### src/hdl/fir_filter_mac_unit_defines.svh
// Assertion macros shared by the filter RTL.
// No dependencies; included by modules that carry assertions.
`ifndef FIR_FILTER_MAC_UNIT_DEFINES_SVH
`define FIR_FILTER_MAC_UNIT_DEFINES_SVH

// same-cycle implication
`define FMAC_ASSERT_IMP(lbl, clk, rstn, ante, cons, msg) \
    lbl: assert property (@(posedge clk) disable iff (!rstn) (ante) |-> (cons)) \
        else $error(msg);

// next-cycle implication
`define FMAC_ASSERT_NXT(lbl, clk, rstn, ante, cons, msg) \
    lbl: assert property (@(posedge clk) disable iff (!rstn) (ante) |=> (cons)) \
        else $error(msg);

`endif

### src/hdl/fmac_pkg.sv
// Shared widths, constants and types for the FIR filter MAC unit.
// No dependencies.
package fmac_pkg;

    localparam int DATA_W    = 16;
    localparam int TAP_IDX_W = 11;
    localparam int PROD_W    = 32;
    localparam int ACC_W     = 48;
    localparam int SHIFT_W   = 5;

    localparam logic [SHIFT_W-1:0] SHIFT_RST = 5'd15;

    localparam logic signed [DATA_W-1:0] OUT_MAX = 16'sh7FFF;
    localparam logic signed [DATA_W-1:0] OUT_MIN = 16'sh8000;

    localparam logic CMD_LOAD   = 1'b0;
    localparam logic CMD_SAMPLE = 1'b1;

    typedef struct packed {
        logic clear;
        logic vld;
        logic last;
    } t_mac_ctrl;

endpackage

### src/hdl/fmac_mac.sv
// Multiply-accumulate datapath with output shift and saturation.
// Depends on fmac_pkg and fir_filter_mac_unit_defines.svh.
`include "fir_filter_mac_unit_defines.svh"

module fmac_mac (
    input  logic                                i_clk,
    input  logic                                i_rst_n,
    input  fmac_pkg::t_mac_ctrl                 i_ctrl,
    input  logic signed [fmac_pkg::DATA_W-1:0]  i_coef,
    input  logic signed [fmac_pkg::DATA_W-1:0]  i_sample,
    input  logic [fmac_pkg::SHIFT_W-1:0]        i_shift,
    output logic                                o_done,
    output logic signed [fmac_pkg::DATA_W-1:0]  o_filtered,
    output logic                                o_saturated
);

    logic signed [fmac_pkg::PROD_W-1:0] r_prod;
    logic                               r_pvld;
    logic                               r_plast;
    logic signed [fmac_pkg::ACC_W-1:0]  r_acc;
    logic                               r_done;
    logic signed [fmac_pkg::ACC_W-1:0]  w_shifted;

    always_ff @(posedge i_clk) begin
        r_prod <= i_coef * i_sample;
        if (!i_rst_n) begin
            r_pvld  <= 1'b0;
            r_plast <= 1'b0;
            r_done  <= 1'b0;
        end else begin
            r_pvld  <= i_ctrl.vld;
            r_plast <= i_ctrl.last;
            if (i_ctrl.clear) begin
                r_acc  <= '0;
                r_done <= 1'b0;
            end else if (r_pvld) begin
                r_acc <= r_acc + fmac_pkg::ACC_W'(r_prod);
                if (r_plast) begin
                    r_done <= 1'b1;
                end
            end
        end
    end

    assign w_shifted = r_acc >>> i_shift;

    always_comb begin
        o_saturated = 1'b0;
        o_filtered  = w_shifted[fmac_pkg::DATA_W-1:0];
        if (w_shifted > fmac_pkg::ACC_W'(fmac_pkg::OUT_MAX)) begin
            o_filtered  = fmac_pkg::OUT_MAX;
            o_saturated = 1'b1;
        end else if (w_shifted < fmac_pkg::ACC_W'(fmac_pkg::OUT_MIN)) begin
            o_filtered  = fmac_pkg::OUT_MIN;
            o_saturated = 1'b1;
        end
    end

    assign o_done = r_done;

    `FMAC_ASSERT_NXT(a_clear_acc, i_clk, i_rst_n, i_ctrl.clear, (r_acc == '0) && !r_done, "accumulator not cleared")
    `FMAC_ASSERT_IMP(a_done_after_last, i_clk, i_rst_n, $rose(r_done), $past(r_plast) && !r_pvld, "done without last product")

endmodule

### config.mk
export PLATFORM = sky130hd
export DESIGN_NAME = fmac_mac
export DESIGN_NICKNAME = d
export VERILOG_FILES = /design/src/hdl/fmac_pkg.sv /design/src/hdl/fmac_mac.sv
export VERILOG_INCLUDE_DIRS = /design/src /design/src/hdl
export SDC_FILE = /design/constraint.sdc
export NUM_CORES = 1
export LEC_CHECK = 0
export ABC_AREA = 0
export ABC_CLOCK_PERIOD_IN_PS = 10400
export BUFFER_PORTS_ARGS = -buffer_cell sky130_fd_sc_hd__buf_2
export CAP_MARGIN = 20
export CORE_MARGIN = 2
export CORE_UTILIZATION = 55
export CTS_CLUSTER_DIAMETER = 100
export DETAILED_ROUTE_END_ITERATION = 10
export PLACE_DENSITY = 0.8
export REMOVE_ABC_BUFFERS = 1
export SETUP_SLACK_MARGIN = 0.15
export SYNTH_ARGS = -nofsm -noshare
export SYNTH_HDL_FRONTEND = slang
export SYNTH_SLANG_ARGS = --single-unit
### constraint.sdc
create_clock -name i_clk -period 10.4 [get_ports i_clk]
set_input_delay 2.08 -clock i_clk [delete_from_list [all_inputs] [get_ports i_clk]]
set_output_delay 2.08 -clock i_clk [all_outputs]
set_load 0.02 [all_outputs]
==> flow_summary.ini, run 1 <==
[finish]
drive_gt1_share_pct = 7.06
antennaDiodeCount = 0
design_area_sq_mm = 0.0190
areaGrowthSynthToFinish_pct = 4.24
layout.nets = 2496

[synthesis]
netlist_instances = 2084
syn_area_sq_mm = 0.0182
synth_area_leaders = fa_1 29%, ha_1 8.9%, edfxtp_1 7.9%, inv_1 7.2%, and2_1 4.6%
async_flop_share_pct = 0
synth_seq_area_share_pct = 11.8
yosysWarnings = 0
syn_area_per_cell_sq_um = 8.73
synth_edf_count = 48
yosys-top-cells-count = 347 x inv_1, 263 x fa_1, 198 x nand2_1
synth_largest_area_cell = fa_1
ys.flop_type = edfxtp_1
yosysTopAreaCellShare_pct = 28.9
yosysMostFrequentCell = inv_1
synthDistinctLibCells = 78
synth_seq_cells = 83

[global_route]
antenna_found_initial = 0
grt_pass1_vias = 14723
grt_max_degree = 64
grt_first_pass_wirelength_microns = 74000
grt_overflow = 0
grtUsageTotal_pct = 26.8

[clock_network]
clockRootBuffer = clkbuf_16
post_cts_resized = 0
cts_inserted_buffers = 9
clock_latency_ns = 0.35
clock_sinks = 83
cts_tree = done
clock_path_buffers = 2
cts_setup_buffers = 0
htree_levels = 3
clk_pin_slew_ns = 0.05
holdBufCountCts = 0

[timing]
relSlewSlack_pct = 42.8
finalCritPeriodShare_pct = 78.2
tightestPinTransition_ns = 0.858
setup_tns_ns = 0
finalHoldViolCount = 0
layout_min_cycle_time_ns = 8.13
setup_slack_ns = 2.27
fmax_mhz = 123
drv_slew = 0
rsz0062_at_grt = false
clock_skew_ns = 0.00745
setup_viol = 0

[critical_path]
path_cells = buf_2, buf_4, mux2_2, mux2_2, and2_0, a31oi_1, o221ai_1, nand3_1, nor3_2, a21oi_1, o31a_1, o21ai_0, buf_2
end_kind = output pin
critPathArrivalTime_ns = 6.05
crit_path_max_incr_delay_ns = 0.58
crit_slowest_cell = buf_4
cp.required_ns = 8.32
critPathMaxFanout = 49
startpoint_type = input pin
path_class = input pin to output pin

[run]
maxCapViolations = 0

[floorplanning]
rows = 66
die_h_microns = 186
die_x_microns = 186
die_area_sq_mm = 0.0345
core_sq_mm = 0.0325
num_io_pins = 60
start_util_pct = 55.9

[routing]
ant_nets = 0
routed_wl_microns = 43700
wire_per_inst_microns = 17.4
firstDrtPassIters = 9
drtIter0Drc = 1128
drc_errors = 0
vias = 14410
vias_per_cell = 5.74

[placed_design]
dpl_cell_area_sq_mm = 0.0186
port_buffers = 59
dp_slack_ns = 2.03
place.gp.congestion = 0.947
dp_hpwl_microns = 35600

[worst_hold_path]
hold_path.class = flop to flop

[run_status]
outcome = complete, no violations
state kept, by name, summed over array words and instances (netlist names):
| signal | count |
|---|---|
| o_done | 1 |
| r_acc | 48 |
| r_plast | 1 |
| r_prod | 32 |
| r_pvld | 1 |
per-layer routing:
layer	track usage [%]	wire [microns]
met2	45.0	20700
met1	36.4	19200
met4	7.56	1060
met3	3.38	2680
met5	0	0
critical path, delay by kind of cell:
| family | cells | cell delay [ns] |
|---|---|---|
| AOI/OAI and AO/OA | 5 | 1.56 |
| buffers and inverters | 3 | 1.30 |
| muxes | 2 | 0.69 |
| and+or+nand+nor | 3 | 0.39 |
cells in the final DEF, fill, tap and decap left out, drive strengths merged, types with 15 or more instances in the layout:
| cell type | netlist | routed |
|---|---|---|
| dfxtp | 35 | 35 |
| fa | 263 | 263 |
| edfxtp | 48 | 48 |
| ha | 129 | 129 |
| a21oi | 117 | 117 |
| buf | 33 | 67 |
| xnor2 | 53 | 53 |
| mux2i | 71 | 71 |
| and2 | 135 | 135 |
| nand3 | 33 | 33 |
| nor2b | 15 | 15 |
| nor2 | 129 | 129 |
| o21ai | 83 | 83 |
| a21o | 35 | 35 |
| mux2 | 33 | 33 |
| nor3 | 18 | 18 |
| xor2 | 22 | 22 |
| nand2b | 15 | 15 |
| inv | 348 | 348 |
| o211ai | 18 | 18 |
| o21a | 15 | 15 |
| nand2 | 198 | 198 |
| a211oi | 19 | 19 |
| mux4 | 20 | 20 |
cell type report:
cell class	instances	area, sq um
Clock buffer	12	256
Clock inverter	4	48.8
Fill cell	2919	13600
Inverter	351	1320
Multi-Input combinational cell	1550	14300
Sequential cell	83	2140
Tap cell	442	553
Timing Repair Buffer	67	368
through the flow:
step	util (%)	hold WS [ns]	instances
2_1_floorplan	-	0.495	1984
3_3_place_gp	57.3	0.500	2492
3_5_place_dp	57.3	0.508	2492
4_1_cts	58.2	0.517	2508
5_1_grt	58.3	0.558	2509
6_report	58.3	0.514	2509
final timing paths:
kind                                  from       endpoint  slack, ns  cells past startpoint
worst max-delay path            i_shift[3]  o_filtered[4]       2.27                     13
worst min-delay path                o_done         o_done       0.51                      2
worst max register to register    r_acc[3]      r_acc[45]       6.70                     11
worst min register to register      o_done         o_done       0.51                      2
kinds of logic after synthesis:
family | Yosys count | share of synthesized area [%]
compound gates | 369 | 12.9
fa+ha+maj | 392 | 37.8
xor+xnor | 75 | 3.61
flops | 83 | 11.8
simple gates | 590 | 15.6
mux | 124 | 8.45
buf+inv | 451 | 9.76
Power of run 1 is not shown: default switching activity piles up to over one toggle a cycle in this logic, so the estimate is an artifact.
==> run 2: changes to the inputs <==
ABC_CLOCK_PERIOD_IN_PS = 7650   (was 10400)
clock period = 7.65 ns   (was 10.4 ns; I/O delays follow)
==> run 2 against run 1 <==
Clock-buffer cell count is 3 lower. Global-route usage increased by 0.26 points. Design area increased by 1.9%. Sequential cell count stayed put. Die area stayed put. Sequential share of layout area decreased by 0.21 points. Register-to-register slack got worse by 2.8 ns. Largest cell class unchanged.
==> flow_summary.ini, run 2 (synthesis results as in run 1) <==
[timing]
rsz0062_at_grt = false
fmax_mhz = 138
setup_viol = 0
finalCritPeriodShare_pct = 94.8
relSlewSlack_pct = 50.3
clock_skew_ns = 0.0160
drv_slew = 0
finalHoldViolCount = 0
setup_tns_ns = 0
layout_min_cycle_time_ns = 7.25
tightestPinTransition_ns = 0.745

[run]
maxCapViolations = 0

[routing]
wire_per_inst_microns = 17.4
ant_nets = 0
drtIter0Drc = 975
vias_per_cell = 5.77
routed_wl_microns = 44500
vias = 14719
firstDrtPassIters = 6
drc_errors = 0

[global_route]
grt_max_degree = 57
grt_first_pass_wirelength_microns = 74700
antenna_found_initial = 0
grt_pass1_vias = 15046
grtUsageTotal_pct = 27.0
grt_overflow = 0

[floorplanning]
die_x_microns = 186
core_sq_mm = 0.0325
die_h_microns = 186
die_area_sq_mm = 0.0345
rows = 66
start_util_pct = 55.9
num_io_pins = 60

[finish]
drive_gt1_share_pct = 9.28
layout_commonest_cell = inv_1
regMostFlops = r_acc
final_cell_mix = 346 x inv_1, 263 x fa_1, 198 x nand2_1
largest_reg_flops = 48
layout.nets = 2540
areaGrowthSynthToFinish_pct = 6.23
fill_cells = 2799
antennaDiodeCount = 0
largestRegisters = r_acc (48), r_prod (32)

[critical_path]
crit_path_start = i_coef[5]
rr_startpoint = r_acc[3]
crit_path_max_incr_delay_ns = 0.57
crit_top_cell = fa_1
path_class = input pin to flop
end_kind = flop
startpoint_type = input pin
cp.required_ns = 7.92
critPathMaxFanout = 12
critPathArrivalTime_ns = 7.52
path_cells = buf_2, buf_4, and2_1, fa_1, fa_1, fa_1, fa_1, fa_1, inv_1, fa_1, inv_1, ha_1, a21oi_1, nand3_1, a221o_1, a41o_1, a21oi_2, a21oi_1, a311o_1, a21oi_1, xnor2_1
crit_slowest_cell = fa_1

[clock_network]
clock_latency_ns = 0.35
clock_path_buffers = 2
post_cts_resized = 0
holdBufCountCts = 0
cts_tree = done
htree_levels = 3
clk_pin_slew_ns = 0.07
clock_sinks = 83
cts_inserted_buffers = 9
cts_setup_buffers = 0
clockRootBuffer = clkbuf_16

[run_status]
outcome = complete, no violations

[worst_hold_path]
hold_path.class = flop to flop
min_from = o_done

[placed_design]
place.gp.congestion = 0.960
port_buffers = 59
dp_hpwl_microns = 36800
==> run 2: changes by cell type in the layout (fill, tap and decap cells not counted), moves of 2 or more <==
cell	change
a21oi_2	+2
a21oi_1	-2
inv_6	+3
clkbuf_8	-2
buf_4	+43
buf_2	-2
clkbuf_4	+2
==> run 2: final cells by class <==
type | instances | area, sq um | share of cell area, %
clock buffer | 9 | 225 | 1.17
clock inverter | 7 | 81.3 | 0.421
timing repair buffer | 111 | 707 | 3.66
inverter | 351 | 1320 | 6.83
sequential | 83 | 2140 | 11.1
multi-input combinational | 1550 | 14300 | 74.0
tap | 442 | 553 | 2.86
==> run 2: final timing paths <==
check	endpoint	slack (ns)	depth (start not counted)
worst max-delay path	r_prod[31]	0.40	21
worst min-delay path	o_done	0.52	2
worst max register to register	r_acc[45]	3.86	11
worst min register to register	o_done	0.52	2
==> run 2: through the flow <==
stage | hold WS [ns] | utilization (%) | worst slack, ns | cells | instance area [sq um]
global route | 0.582 | 59.4 | 0.174 | 2553 | 19300
CTS | 0.529 | 59.2 | 0.285 | 2552 | 19300
floorplan | 0.495 | - | 0.572 | 1984 | 17700
finish | 0.522 | 59.4 | 0.399 | 2553 | 19300
detailed placement | 0.518 | 58.3 | -0.0871 | 2536 | 19000
global placement | 0.499 | 58.3 | 0.120 | 2536 | 19000
==> run 2: per-layer routing <==
metal  GRT usage, %  routed length [microns]  vias up
met5              0                        0        -
met3           3.15                     2980       89
li1               -                        -     6868
met4           8.22                     1240        0
met1           35.9                    18800     7188
met2           46.4                    21400      574
==> run 2: critical path, delay by kind of cell <==
family	cells	cell delay, ns
adder cells (fa/ha/maj)	7	3.46
AO/OA/AOI/OAI	7	1.63
buffers and inverters	4	0.49
AND/OR/NAND/NOR	2	0.27
XOR/XNOR	1	0.14
Power of run 2 is left out for the same reason.
==> run 3: changes to the inputs <==
==> constraint.sdc (replaced) <==
create_clock -name i_clk -period 7.65 [get_ports i_clk]
set_input_delay 0.765 -clock i_clk [delete_from_list [all_inputs] [get_ports i_clk]]
set_output_delay 0.765 -clock i_clk [all_outputs]
set_load 0.02 [all_outputs]
==> run 3 against run 2 <==
Routed wire length shrank 2.9%. First-iteration DRC count grew 11%. Core utilization shrank 1.2 points. Via count shrank 2.3%. Register-to-register slack gained 0.08 ns. Design area shrank 2.0%. Die area is the same. Clock skew shrank 0.0059 ns. Highest routed layer unchanged.
==> flow_summary.ini, run 3 (synthesis results as in run 1) <==
[timing]
rsz0062_at_grt = false
finalHoldViolCount = 0
clock_skew_ns = 0.0101
finalCritPeriodShare_pct = 88.3
timing.hold.ws_ns = 0.516
fmax_mhz = 148
layout_min_cycle_time_ns = 6.76
tightestPinTransition_ns = 0.851
relSlewSlack_pct = 42.9
setup_viol = 0
setup_tns_ns = 0
drv_slew = 0

[finish]
drive_gt1_share_pct = 7.07
layout.nets = 2495
largestRegisters = r_acc (48), r_prod (32)
finalNonFillerCells = 2508
design_area_sq_mm = 0.0189
largest_reg_flops = 48
layout_commonest_cell = inv_1
antennaDiodeCount = 0
final_cell_mix = 347 x inv_1, 263 x fa_1, 198 x nand2_1
areaGrowthSynthToFinish_pct = 4.15
fill_cells = 2877
regMostFlops = r_acc

[global_route]
grtUsageTotal_pct = 26.3
grt_max_degree = 64
grt_first_pass_wirelength_microns = 72500
antenna_found_initial = 0
grt_overflow = 0
grt_pass1_vias = 14637

[clock_network]
holdBufCountCts = 0
clock_sinks = 83
htree_levels = 3
clock_latency_ns = 0.35
post_cts_resized = 0
clock_path_buffers = 2
cts_tree = done
clk_pin_slew_ns = 0.05
clockRootBuffer = clkbuf_16
cts_setup_buffers = 0
cts_inserted_buffers = 9

[floorplanning]
die_area_sq_mm = 0.0345
start_util_pct = 55.9
die_h_microns = 186
rows = 66
die_x_microns = 186
core_sq_mm = 0.0325
num_io_pins = 60

[placed_design]
dpl_cell_area_sq_mm = 0.0186
dp_hpwl_microns = 35200
place.gp.congestion = 0.941
placed_cells = 2491
port_buffers = 59

[worst_hold_path]
hold_path.class = flop to flop
hold_path_end = o_done
min_from = o_done
holdPathStages = 2

[routing]
wl_met3_microns = 2630
wl_met2_microns = 20600
drc_errors = 0
met1_length_microns = 19000
firstDrtPassIters = 5
ant_nets = 0
wire_per_inst_microns = 17.2
vias_per_cell = 5.73
drtIter0Drc = 1078
top_layer_used = met4
routed_wl_microns = 43100
vias = 14380

[run_status]
outcome = complete, no violations

[run]
maxCapViolations = 0

[critical_path]
reg2regPathDepth = 11
crit_path_start = i_sample[1]
rr_startpoint = r_acc[3]
cp.required_ns = 7.92
end_kind = flop
path_class = input pin to flop
critPathArrivalTime_ns = 7.02
reg2reg_to = r_acc[45]
startpoint_type = input pin
rrSetupSlack_ns = 3.94
critPathMaxFanout = 16
run 3: per-stage QoR:
step                setup slack (ns)  util, %
floorplan                       1.34        -
CTS                            0.945     58.2
global placement               0.781     57.2
global route                   0.581     58.2
detailed placement             0.579     57.2
finish                         0.892     58.2
run 3: critical path: stages:
cell,delay (ns)
buf_2,0.27
nand2_1,0.15
inv_1,0.14
fa_1,0.43
inv_1,0.25
fa_1,0.48
inv_1,0.09
fa_1,0.47
fa_1,0.49
fa_1,0.55
inv_1,0.06
fa_1,0.52
inv_1,0.04
ha_1,0.38
a21oi_1,0.19
nand3_1,0.11
a221o_1,0.33
a41o_1,0.26
a21oi_1,0.23
a21oi_1,0.14
a311o_1,0.36
a21oi_1,0.18
xnor2_1,0.14
run 3: worst max path at each step:
stage	to	slack, ns	cells past startpoint
detailed placement	r_prod[31]	0.58	23
global placement	r_prod[31]	0.78	23
finish	r_prod[31]	0.89	23
global route	r_prod[31]	0.58	21
floorplan	r_prod[31]	1.34	22
CTS	r_prod[31]	0.94	23
run 3: final cells by class:
type / instances / area (sq um) / area share [%]
Sequential cell: 83 / 2140 / 11.3
Tap cell: 442 / 553 / 2.92
Clock buffer: 11 / 243 / 1.28
Multi-Input combinational cell: 1550 / 14300 / 75.3
Inverter: 351 / 1320 / 6.96
Timing Repair Buffer: 66 / 360 / 1.90
Clock inverter: 5 / 52.6 / 0.277
run 3: layer usage:
layer	vias to the layer above	track usage, %
met2	493	44.4
met4	0	7.12
met1	7045	35.7
met3	67	3.37
li1	6775	-
met5	-	0
Power of run 3 is left out for the same reason.
